### src/rtl/uart_8n1_tx_rx_macros.svh
// ----------------------------------------------------------------------------
// UART 8N1 assertion macros
// Shorthand for clocked assertions with the block reset as disable.
// ----------------------------------------------------------------------------
`ifndef UART_8N1_TX_RX_MACROS_SVH
`define UART_8N1_TX_RX_MACROS_SVH

// same-cycle implication
`define U8TR_ASSERT_NOW(label, ante, cons, msg) \
	label: assert property (@(posedge clk) disable iff (!arst_n) (ante) |-> (cons)) \
		else $error(msg);

// next-cycle implication
`define U8TR_ASSERT_NEXT(label, ante, cons, msg) \
	label: assert property (@(posedge clk) disable iff (!arst_n) (ante) |=> (cons)) \
		else $error(msg);

`endif

### src/rtl/u8tr_pkg.sv
// ----------------------------------------------------------------------------
// UART 8N1 package
// Shared types and constants of the transmitter and receiver.
// ----------------------------------------------------------------------------
`timescale 1ns / 1ps

package u8tr_pkg;

	localparam logic [15:0] BIT_TIME_RESET = 16'd2500;
	localparam logic [3:0]  FRAME_BITS     = 4'd10;
	localparam logic [3:0]  TX_BITS        = 4'd9;

	typedef struct packed {
		logic       rx_line;
		logic       tx_byte_valid;
		logic [7:0] tx_byte;
		logic       rx_sink_full;
	} req_t;

	typedef struct packed {
		logic line;
		logic taken;
	} tx_res_t;

	typedef struct packed {
		logic       valid;
		logic [7:0] data;
		logic [7:0] no_start;
		logic [7:0] no_stop;
		logic [7:0] lost;
		logic       lost_flag;
	} rx_res_t;

	typedef struct packed {
		tx_res_t tx;
		rx_res_t rx;
	} res_t;

endpackage

### src/rtl/u8tr_req_if.sv
// ----------------------------------------------------------------------------
// UART 8N1 request channel
// One tick of line and transmit-offer inputs.
// ----------------------------------------------------------------------------
`timescale 1ns / 1ps

interface u8tr_req_if;
	logic       valid;
	logic       ready;
	logic       rx_line;
	logic       tx_byte_valid;
	logic [7:0] tx_byte;
	logic       rx_sink_full;

	modport source (output valid, rx_line, tx_byte_valid, tx_byte, rx_sink_full,
		input ready);
	modport sink (input valid, rx_line, tx_byte_valid, tx_byte, rx_sink_full,
		output ready);
endinterface

### src/rtl/u8tr_res_if.sv
// ----------------------------------------------------------------------------
// UART 8N1 result channel
// Line level, handshake flags and receive status after one tick.
// ----------------------------------------------------------------------------
`timescale 1ns / 1ps

interface u8tr_res_if;
	logic       valid;
	logic       ready;
	logic       tx_line;
	logic       tx_byte_taken;
	logic       rx_byte_valid;
	logic [7:0] rx_byte;
	logic [7:0] no_start_count;
	logic [7:0] no_stop_count;
	logic [7:0] lost_count;
	logic       lost_flag;

	modport source (output valid, tx_line, tx_byte_taken, rx_byte_valid, rx_byte,
		no_start_count, no_stop_count, lost_count, lost_flag, input ready);
	modport sink (input valid, tx_line, tx_byte_taken, rx_byte_valid, rx_byte,
		no_start_count, no_stop_count, lost_count, lost_flag, output ready);
endinterface

### src/rtl/u8tr_cfg_if.sv
// ----------------------------------------------------------------------------
// UART 8N1 configuration channel
// Write of the bit time register.
// ----------------------------------------------------------------------------
`timescale 1ns / 1ps

interface u8tr_cfg_if;
	logic        valid;
	logic        ready;
	logic [15:0] bit_time;

	modport source (output valid, bit_time, input ready);
	modport sink (input valid, bit_time, output ready);
endinterface

### src/rtl/u8tr_tx.sv
// ----------------------------------------------------------------------------
// UART 8N1 transmitter
// Bit timer and frame shifter, advanced once per accepted tick.
// ----------------------------------------------------------------------------
`timescale 1ns / 1ps

module u8tr_tx (
	input  logic             clk,
	input  logic             arst_n,
	input  logic             step,
	input  logic [15:0]      bit_time,
	input  logic             offer,
	input  logic [7:0]       data,
	output u8tr_pkg::tx_res_t res
);
	import u8tr_pkg::*;

	logic [15:0] timer_q, timer_d;
	logic [8:0]  shift_q, shift_d;
	logic [3:0]  bits_q, bits_d;
	logic        level_q, level_d;
	logic        taken;

	always_comb begin
		timer_d = timer_q;
		shift_d = shift_q;
		bits_d  = bits_q;
		level_d = level_q;
		taken   = 1'b0;
		if (timer_q <= 16'd1) begin
			timer_d = bit_time;
			if (bits_q == 4'd0) begin
				if (offer) begin
					shift_d = {1'b1, data};
					level_d = 1'b0;
					bits_d  = TX_BITS;
					taken   = 1'b1;
				end
			end else begin
				level_d = shift_q[0];
				shift_d = {1'b0, shift_q[8:1]};
				bits_d  = bits_q - 4'd1;
			end
		end else begin
			timer_d = timer_q - 16'd1;
		end
	end

	always_ff @(posedge clk or negedge arst_n) begin
		if (!arst_n) begin
			timer_q <= '0;
			shift_q <= '0;
			bits_q  <= '0;
			level_q <= 1'b1;
		end else if (step) begin
			timer_q <= timer_d;
			shift_q <= shift_d;
			bits_q  <= bits_d;
			level_q <= level_d;
		end
	end

	assign res.line  = level_d;
	assign res.taken = taken;

endmodule

### src/rtl/u8tr_rx.sv
// ----------------------------------------------------------------------------
// UART 8N1 receiver
// Edge detect, mid-bit sampling, framing and loss tallies.
// ----------------------------------------------------------------------------
`timescale 1ns / 1ps

module u8tr_rx (
	input  logic             clk,
	input  logic             arst_n,
	input  logic             step,
	input  logic [15:0]      bit_time,
	input  logic             line,
	input  logic             full,
	output u8tr_pkg::rx_res_t res
);
	import u8tr_pkg::*;

	logic [15:0] timer_q, timer_d;
	logic [3:0]  bits_q, bits_d;
	logic [7:0]  shift_q, shift_d;
	logic        prev_q;
	logic [7:0]  no_start_q, no_start_d;
	logic [7:0]  no_stop_q, no_stop_d;
	logic [7:0]  lost_q, lost_d;
	logic        sticky_q, sticky_d;
	logic        got;
	logic [7:0]  got_data;

	always_comb begin
		timer_d    = timer_q;
		bits_d     = bits_q;
		shift_d    = shift_q;
		no_start_d = no_start_q;
		no_stop_d  = no_stop_q;
		lost_d     = lost_q;
		sticky_d   = sticky_q;
		got        = 1'b0;
		got_data   = 8'd0;
		if (bits_q == 4'd0) begin
			if (prev_q && !line) begin
				timer_d = {1'b0, bit_time[15:1]};
				bits_d  = FRAME_BITS;
			end
		end else if (timer_q <= 16'd1) begin
			timer_d = bit_time;
			bits_d  = bits_q - 4'd1;
			if (bits_d == FRAME_BITS - 4'd1) begin
				if (line)
					no_start_d = no_start_q + 8'd1;
			end else if (bits_d != 4'd0) begin
				shift_d = {line, shift_q[7:1]};
			end else begin
				if (!line)
					no_stop_d = no_stop_q + 8'd1;
				if (full) begin
					lost_d   = lost_q + 8'd1;
					sticky_d = 1'b1;
				end else begin
					got      = 1'b1;
					got_data = shift_q;
				end
			end
		end else begin
			timer_d = timer_q - 16'd1;
		end
	end

	always_ff @(posedge clk or negedge arst_n) begin
		if (!arst_n) begin
			timer_q    <= '0;
			bits_q     <= '0;
			shift_q    <= '0;
			prev_q     <= 1'b1;
			no_start_q <= '0;
			no_stop_q  <= '0;
			lost_q     <= '0;
			sticky_q   <= 1'b0;
		end else if (step) begin
			timer_q    <= timer_d;
			bits_q     <= bits_d;
			shift_q    <= shift_d;
			prev_q     <= line;
			no_start_q <= no_start_d;
			no_stop_q  <= no_stop_d;
			lost_q     <= lost_d;
			sticky_q   <= sticky_d;
		end
	end

	assign res.valid     = got;
	assign res.data      = got_data;
	assign res.no_start  = no_start_d;
	assign res.no_stop   = no_stop_d;
	assign res.lost      = lost_d;
	assign res.lost_flag = sticky_d;

endmodule

### src/rtl/uart_8n1_tx_rx.sv
// ----------------------------------------------------------------------------
// UART 8N1 transmitter and receiver
// A request is held in the input register, then its result in the output register.
// Throughput: one request per cycle through the input register and the
// single tick-update stage; output stalls back up into the input register.
// Reset clears all timers, tallies and handshake state; bit time goes to 2500.
// ----------------------------------------------------------------------------
`timescale 1ns / 1ps
`include "uart_8n1_tx_rx_macros.svh"

module uart_8n1_tx_rx (
	input  logic       clk,
	input  logic       arst_n,
	u8tr_req_if.sink   item,
	u8tr_res_if.source res,
	u8tr_cfg_if.sink   cfg
);
	import u8tr_pkg::*;

	logic [15:0] bit_time_q;
	logic        vld_s1;
	req_t        item_s1;
	logic        vld_s2;
	res_t        res_s2;
	res_t        res_d;
	logic        advance;

	assign cfg.ready  = 1'b1;
	assign advance    = vld_s1 && (!vld_s2 || res.ready);
	assign item.ready = !vld_s1 || advance;

	always_ff @(posedge clk or negedge arst_n) begin
		if (!arst_n)
			bit_time_q <= BIT_TIME_RESET;
		else if (cfg.valid)
			bit_time_q <= cfg.bit_time;
	end

	always_ff @(posedge clk or negedge arst_n) begin
		if (!arst_n)
			vld_s1 <= 1'b0;
		else if (item.ready)
			vld_s1 <= item.valid;
	end

	always_ff @(posedge clk) begin
		if (item.valid && item.ready) begin
			item_s1.rx_line       <= item.rx_line;
			item_s1.tx_byte_valid <= item.tx_byte_valid;
			item_s1.tx_byte       <= item.tx_byte;
			item_s1.rx_sink_full  <= item.rx_sink_full;
		end
	end

	u8tr_tx u_tx (
		.clk      (clk),
		.arst_n   (arst_n),
		.step     (advance),
		.bit_time (bit_time_q),
		.offer    (item_s1.tx_byte_valid),
		.data     (item_s1.tx_byte),
		.res      (res_d.tx)
	);

	u8tr_rx u_rx (
		.clk      (clk),
		.arst_n   (arst_n),
		.step     (advance),
		.bit_time (bit_time_q),
		.line     (item_s1.rx_line),
		.full     (item_s1.rx_sink_full),
		.res      (res_d.rx)
	);

	always_ff @(posedge clk or negedge arst_n) begin
		if (!arst_n)
			vld_s2 <= 1'b0;
		else if (advance)
			vld_s2 <= 1'b1;
		else if (res.ready)
			vld_s2 <= 1'b0;
	end

	always_ff @(posedge clk) begin
		if (advance)
			res_s2 <= res_d;
	end

	assign res.valid          = vld_s2;
	assign res.tx_line        = res_s2.tx.line;
	assign res.tx_byte_taken  = res_s2.tx.taken;
	assign res.rx_byte_valid  = res_s2.rx.valid;
	assign res.rx_byte        = res_s2.rx.data;
	assign res.no_start_count = res_s2.rx.no_start;
	assign res.no_stop_count  = res_s2.rx.no_stop;
	assign res.lost_count     = res_s2.rx.lost;
	assign res.lost_flag      = res_s2.rx.lost_flag;

	`U8TR_ASSERT_NEXT(a_advance_fills_out, advance, vld_s2, "advance did not fill output")
	`U8TR_ASSERT_NEXT(a_s1_holds, vld_s1 && !advance, vld_s1 && $stable(item_s1), "s1 lost")
	`U8TR_ASSERT_NOW(a_rx_byte_zero, vld_s2 && !res_s2.rx.valid, res_s2.rx.data == 8'd0, "rx byte")

endmodule
### src/flat_wrapper.sv
// flat-port wrapper written by rule: the top's interface ports become plain ports
module uart_8n1_tx_rx_flat import u8tr_pkg::*;
  (clk, arst_n, item_valid, item_rx_line, item_tx_byte_valid, item_tx_byte, item_rx_sink_full, item_ready, res_valid, res_tx_line, res_tx_byte_taken, res_rx_byte_valid, res_rx_byte, res_no_start_count, res_no_stop_count, res_lost_count, res_lost_flag, res_ready, cfg_valid, cfg_bit_time, cfg_ready);
  u8tr_req_if item_i ();
  u8tr_res_if res_i ();
  u8tr_cfg_if cfg_i ();
  input  logic clk;
  input  logic arst_n;
  input wire logic [$bits(item_i.valid)-1:0] item_valid;
  input wire logic [$bits(item_i.rx_line)-1:0] item_rx_line;
  input wire logic [$bits(item_i.tx_byte_valid)-1:0] item_tx_byte_valid;
  input wire logic [$bits(item_i.tx_byte)-1:0] item_tx_byte;
  input wire logic [$bits(item_i.rx_sink_full)-1:0] item_rx_sink_full;
  output wire logic [$bits(item_i.ready)-1:0] item_ready;
  output wire logic [$bits(res_i.valid)-1:0] res_valid;
  output wire logic [$bits(res_i.tx_line)-1:0] res_tx_line;
  output wire logic [$bits(res_i.tx_byte_taken)-1:0] res_tx_byte_taken;
  output wire logic [$bits(res_i.rx_byte_valid)-1:0] res_rx_byte_valid;
  output wire logic [$bits(res_i.rx_byte)-1:0] res_rx_byte;
  output wire logic [$bits(res_i.no_start_count)-1:0] res_no_start_count;
  output wire logic [$bits(res_i.no_stop_count)-1:0] res_no_stop_count;
  output wire logic [$bits(res_i.lost_count)-1:0] res_lost_count;
  output wire logic [$bits(res_i.lost_flag)-1:0] res_lost_flag;
  input wire logic [$bits(res_i.ready)-1:0] res_ready;
  input wire logic [$bits(cfg_i.valid)-1:0] cfg_valid;
  input wire logic [$bits(cfg_i.bit_time)-1:0] cfg_bit_time;
  output wire logic [$bits(cfg_i.ready)-1:0] cfg_ready;
  assign item_i.valid = item_valid;
  assign item_i.rx_line = item_rx_line;
  assign item_i.tx_byte_valid = item_tx_byte_valid;
  assign item_i.tx_byte = item_tx_byte;
  assign item_i.rx_sink_full = item_rx_sink_full;
  assign item_ready = item_i.ready;
  assign res_valid = res_i.valid;
  assign res_tx_line = res_i.tx_line;
  assign res_tx_byte_taken = res_i.tx_byte_taken;
  assign res_rx_byte_valid = res_i.rx_byte_valid;
  assign res_rx_byte = res_i.rx_byte;
  assign res_no_start_count = res_i.no_start_count;
  assign res_no_stop_count = res_i.no_stop_count;
  assign res_lost_count = res_i.lost_count;
  assign res_lost_flag = res_i.lost_flag;
  assign res_i.ready = res_ready;
  assign cfg_i.valid = cfg_valid;
  assign cfg_i.bit_time = cfg_bit_time;
  assign cfg_ready = cfg_i.ready;
  uart_8n1_tx_rx u_core (.clk(clk), .arst_n(arst_n), .item(item_i), .res(res_i), .cfg(cfg_i));
endmodule
### config.mk
export PLATFORM = sky130hd
export DESIGN_NAME = uart_8n1_tx_rx_flat
export DESIGN_NICKNAME = d
export VERILOG_FILES = /design/src/rtl/u8tr_pkg.sv /design/src/rtl/u8tr_req_if.sv /design/src/rtl/u8tr_res_if.sv /design/src/rtl/u8tr_cfg_if.sv /design/src/rtl/u8tr_tx.sv /design/src/rtl/u8tr_rx.sv /design/src/rtl/uart_8n1_tx_rx.sv /design/src/flat_wrapper.sv
export VERILOG_INCLUDE_DIRS = /design/src /design/src/rtl
export SDC_FILE = /design/constraint.sdc
export NUM_CORES = 1
export LEC_CHECK = 0
export BUFFER_PORTS_ARGS = -buffer_cell sky130_fd_sc_hd__buf_2
export CAP_MARGIN = 30
export CORE_MARGIN = 2
export CORE_UTILIZATION = 45
export CTS_CLUSTER_SIZE = 14
export DETAILED_ROUTE_END_ITERATION = 10
export GPL_ROUTABILITY_DRIVEN = 0
export SLEW_MARGIN = 20
export SYNTH_ARGS = -nofsm -noshare
export SYNTH_HDL_FRONTEND = slang
export SYNTH_HIERARCHICAL = 1
export SYNTH_SLANG_ARGS = --single-unit
### constraint.sdc
create_clock -name clk -period 5.3 [get_ports clk]
set_input_delay 0.265 -clock clk [delete_from_list [all_inputs] [get_ports clk]]
set_output_delay 0.265 -clock clk [all_outputs]
set_load 0.03 [all_outputs]
Word level (Yosys, flattened, before mapping):

Index checks and enable logic that the tools add are counted.

* register bits after elaboration: 149
* input bits: 32
* output and inout port bits: 39
* word-level logic and storage cells: 99

* $add $sub $neg: 7
* magnitude comparators: 2
* eq/ne operators: 3
* mux-type cells: 37
* bitwise logic cells: 3
* reduce and logical (&&, ||, !) cells: 20

Operators by type and width (count)
* $mux 8: 14
* $mux 16: 4
* $le 16x1->1 const B: 2
* $sub 16x1->16 const B: 2
* $add 8x1->8 const B: 3
* $mux 4: 5
* $mux 9: 2
* $mux 1: 12
* $logic_not 4->1: 2
* $sub 4x1->4 const B: 2
* $reduce_and 3->1: 2
* $reduce_and 5->1: 1
* $reduce_or 5->1: 1
* $eq 4x4->1 const B: 1
* $ne 2x1->1 const B: 2
* $reduce_and 2->1: 2
* $reduce_bool 2->1: 2
* $reduce_bool 4->1: 1
* $reduce_or 4->1: 1
* $logic_and 1x1->1: 3
* $logic_not 1->1: 3
* $not 1->1: 3
* $logic_or 1x1->1: 2

Depth between registers and ports, before layout:

* depth after elaboration: 6
* mapped depth: 9
* depth with buffers taken out: 7

Modules after synthesis:

The synthesis kept the hierarchy.

Modules (own cells, without submodules)
* u8tr_rx: instances 1, cells each 390, area an instance 3698.5 µm², sequential area each 1352.5 µm²
* uart_8n1_tx_rx: instances 1, cells each 91, area an instance 2167.1 µm², sequential area each 1868.0 µm²
* u8tr_tx: instances 1, cells each 174, area an instance 1762.9 µm², sequential area each 752.0 µm²

Worst setup path before layout:

No wires, ideal clock.

* path type: flip-flop to flip-flop
* from: register u_core.vld_s2 (netlist: u_core/res.valid)
* to: register u_core.u_rx.no_stop_q[1]
* arrival time: 2.819 ns
* required time: 5.175 ns
* slack: 2.357 ns
* cell stages (with the launch flop): 8
* buffers on the path: 0
* period minus slack after synthesis: 2.943 ns
* cells stage by stage: dfrtp_1 > nand2b_1 > and2_1 > inv_1 > nor2_1 > nand3_2 > nor3_2 > mux2_2

* cells in the longest elaborated chain, start to end: 3

RTL lines
* start, declared: RTL line uart_8n1_tx_rx.sv:23 `logic vld_s2;`
* start signal, assigned: RTL line uart_8n1_tx_rx.sv:77 `vld_s2 <= 1'b0;`
* start signal, assigned: RTL line uart_8n1_tx_rx.sv:79 `vld_s2 <= 1'b1;`
* start signal, assigned: RTL line uart_8n1_tx_rx.sv:81 `vld_s2 <= 1'b0;`
* $logic_not 1->1: RTL line uart_8n1_tx_rx.sv:29 `assign advance = vld_s1 && (!vld_s2 || res.ready);`
* $logic_or 1x1->1: RTL line uart_8n1_tx_rx.sv:29
* $logic_and 1x1->1: RTL line uart_8n1_tx_rx.sv:29
* via u_core.advance: RTL line uart_8n1_tx_rx.sv:26 `logic advance;`
* end signal, assigned: RTL line u8tr_rx.sv:84 `no_stop_q <= no_stop_d;`
* end, declared: RTL line u8tr_rx.sv:23 `logic [7:0] no_stop_q, no_stop_d;`

The timed path passes the listed nets, and every way through them passes these cells.
A chain may end at the register's enable or synchronous reset.

Worst setup path after layout:

* from: register u_core.u_rx.bits_q[0]
* to: register u_core.u_rx.shift_q[4]

* cells in the longest elaborated chain, start to end: 4

RTL lines
* start, declared: RTL line u8tr_rx.sv:19 `logic [3:0] bits_q, bits_d;`
* start signal, assigned: RTL line u8tr_rx.sv:80 `bits_q <= bits_d;`
* $sub 4x1->4: RTL line u8tr_rx.sv:46 `bits_d = bits_q - 4'd1;`
* $eq 4x4->1: RTL line u8tr_rx.sv:47 `if (bits_d == FRAME_BITS - 4'd1) begin`
* $not 1->1 (no line)
* $reduce_and 5->1 (no line) (*)
* end signal, assigned: RTL line u8tr_rx.sv:81 `shift_q <= shift_d;`
* end, declared: RTL line u8tr_rx.sv:20 `logic [7:0] shift_q, shift_d;`

Mark *: on every way between the ends. The rest lies on a longest branch, timed or not.

==> reports/qor.txt <==
status = finished, final reports clean
# DRC = 0
Sink Count = 149
num ports = 71
first-pass GRT wire length = 27.30 mm
Max FO, Critical Path = 13
CTS Buf Count = 17
vias in the first global route = 5271
DRT antenna net count = 0
final net count = 759
clock buffer depth = 2
CTS tree = done
CP Launch Type = register
hold crit path type = in2reg
post-synthesis adder-cell area fraction = 0.01640
endpoints failing hold = 0
routed via count = 5415
DRT Pass-1 Iters = 5
Tot Pwr = 3.479 mW
Wirelength per Cell = 17.25 um
clock-pin slew on the worst setup and hold paths = 0.06 ns
grt total ovfl = 0
Fmax = 366.6 MHz
worst hold slack = 0.01590 ns
Overall Global Routing Usage = 0.1907
Hold Path Stages = 1
Die Span X = 134.2 um
min cycle time layout = 2.728 ns
Initial Util = 0.4600
final WL = 16.38 mm
sequential share of power = 0.433
commonest non-fill, non-tap cell in the layout = dfrtp_1
antenna violations before repair = 0
RSZ-0062 raised after global routing = false
origin of the worst setup path = u_core/u_rx/bits_q[0]
CTS root buffer = clkbuf_16
post-synthesis async set-or-reset flop share = 0.6846
Fill cells = 1463
synth warn = 6
drt initial violations = 270
Max-Cap Viols = 0
multiplexer area fraction after synthesis = 0.07217
Slew HR = 0.3873
CP required = 5.60 ns
post-synth net total = 697
Post-Synth Simple-Gate Area = 0.1907
Netlist Area Pre-Place = 0.007629 mm2
Antenna Cells = 0
Post-synth EDFFs = 47
Post-Synth XOR/XNOR Area = 0.05855
Setup crit end kind = register
Site Rows = 47
fin util = 0.5290
switching pwr = 1.053 mW
vias per inst = 5.700
Max H-tree Level = 4
Final Setup Violations = 0
synthesis-stage register bit count = 149
internal power = 2.426 mW
CTS resizes = 0
R2R depth = 7
Max Clock Skew = 0.009690 ns
complex-gate fraction of the synthesized area = 0.1028
Least-Margin Pin Slew = 0.9114 ns
Max Slew Vio Count = 0
Distinct cells, synth = 78
crit share post-route = 0.5147
DIE HEIGHT = 134.2 um
Crit Reg-Reg Endpoint = u_core/u_rx/shift_q[4]
Leak Pwr = 3.793 nW
ratio of cells with drive above 1 in the final layout = 0.2548
Main synth FF type = dfrtp_1
switching part of the total = 0.3028
final setup TNS = 0 ns
syn avg cell area = 11.65 um2
largest net degree at the start of global routing = 69
Setup WS pre-CTS = 2.583 ns
worst-case vdd ir drop = 252.3 uV
post-route setup slack = 2.572 ns
die area = 0.01801 mm2
clk_lat worst skew = 0.42 ns
Gate power share = 0.183
largest family of logic cells by synthesized area = simple AND/OR/NAND/NOR gates
area grow syn2layout = 15.01%
CP Class = reg2reg
HPWL Detailed = 11.09 mm
reg-to-reg setup timing slack = 2.57 ns
CP Capture Point = u_core/u_rx/shift_q[4]
worst r2r src = u_core/u_rx/bits_q[0]
Syn Inst Count = 655
cell area power density = 396.6 mW/mm2
Port-buffer cells = 69
clock power share = 0.384
Core Region = 0.01658 mm2
register area share after synthesis = 0.5207
most frequent cells in the layout = 95 x dfrtp_1, 68 x buf_2, 47 x edfxtp_1, 31 x nor2_1, 30 x nand2_1
arrival time worst endpoint = 3.03 ns
-- state kept, by name, indices dropped and copies added (netlist names), 8 cells and up --
signal and count:
u_core/u_rx/lost_q 8, u_core/u_tx/shift_q 9, u_core/u_tx/timer_q 16, u_core/res.rx_byte 8
u_core/u_rx/no_stop_q 8, u_core/res.no_start_count 8, u_core/res.lost_count 8, u_core/u_rx/timer_q 16
u_core/res.no_stop_count 8, u_core/bit_time_q 16, u_core/u_rx/no_start_q 8, u_core/u_rx/shift_q 8
u_core/item_s1 11
-- routing by layer --
layer / wire length (um) / track usage / vias to the layer above
met5: 0 / 0 / -
met3: 618 / 0.03666 / 23
met1: 7454 / 0.2490 / 2675
met2: 8038 / 0.3143 / 141
li1: - / - / 2576
met4: 272 / 0.07602 / 0
-- power by group through the flow --
stage	Clock, mW	Combinational, mW	Sequential, mW
after floorplan	0	0.502	1.49
after global placement	0	0.615	1.51
final	1.34	0.637	1.51
after CTS	1.36	0.636	1.50
after global routing	1.41	0.714	1.53
after detailed placement	0	0.629	1.52
-- through the flow --
stage               cell area [um2]  instances
floorplan                      7629        655
global placement               8065        914
detailed placement             8065        914
CTS                            8726        947
global route                   8773        950
finish                         8773        950
-- synth_stat cells, types with 7 or more instances --
master	n	area [um2]
xor2_1	28	245.2
nand3_1	23	115.1
mux2i_1	13	130.1
a31oi_1	10	62.56
and2_1	16	100.1
nand2_1	30	112.6
nor3_1	24	120.1
mux2_4	10	150.1
nor2_1	31	116.4
clkbuf_1	8	30.03
ha_1	10	125.1
and3_1	14	87.58
o21ai_0	13	65.06
dfstp_2	7	183.9
a2bb2oi_1	8	70.07
buf_2	13	65.06
o22ai_1	15	93.84
nand2b_1	7	43.79
a21oi_1	18	90.09
nand4_1	18	112.6
xnor2_1	23	201.4
mux2_2	24	270.3
nor4_1	12	75.07
edfxtp_1	47	1411
dfrtp_1	95	2377
inv_1	18	67.56
nor3_2	9	90.09
-- critical path, cell delays in order, from the launching register on --
cell,delay (ns)
dfrtp_1,0.45
inv_1,0.11
ha_1,0.29
or3b_2,0.56
nand2_1,0.46
nor3_4,0.13
o221ai_2,0.21
mux2_2,0.39
-- worst min path at each step --
| stage | end | start |
|---|---|---|
| floorplan | u_core/bit_time_q[0] | arst_n |
| global placement | u_core/u_rx/shift_q[0] | arst_n |
| detailed placement | u_core/u_rx/shift_q[3] | arst_n |
| CTS | u_core/item_s1[1] | item_tx_byte[0] |
| global route | u_core/item_s1[6] | item_tx_byte[5] |
| finish | u_core/item_s1[1] | item_tx_byte[0] |
-- logic make-up after synthesis --
logic type,count (synthesis)
buf+inv,52
xor+xnor,51
fa+ha+maj,10
compound gates,113
simple gates,232
mux,47
other cells,1
flops,149
-- repair_timing --
item | CTS | global route
endpoints found under the hold margin | 34 | 2
setup buffers | 0 | 0
hold buffers | 1 | 2
-- final cells by class --
cell class | count | area (um2) | share of cell area
multi-input cells | 454 | 3372 | 0.3843
repair buffers | 77 | 435.4 | 0.04963
clock inverters | 14 | 221.5 | 0.02524
clock buffers | 18 | 429.2 | 0.04892
well taps | 220 | 275.3 | 0.03137
flip-flops and latches | 149 | 3973 | 0.4528
inverters | 18 | 67.56 | 0.007701
No activity file was read; power rests on OpenSTA's default activity.
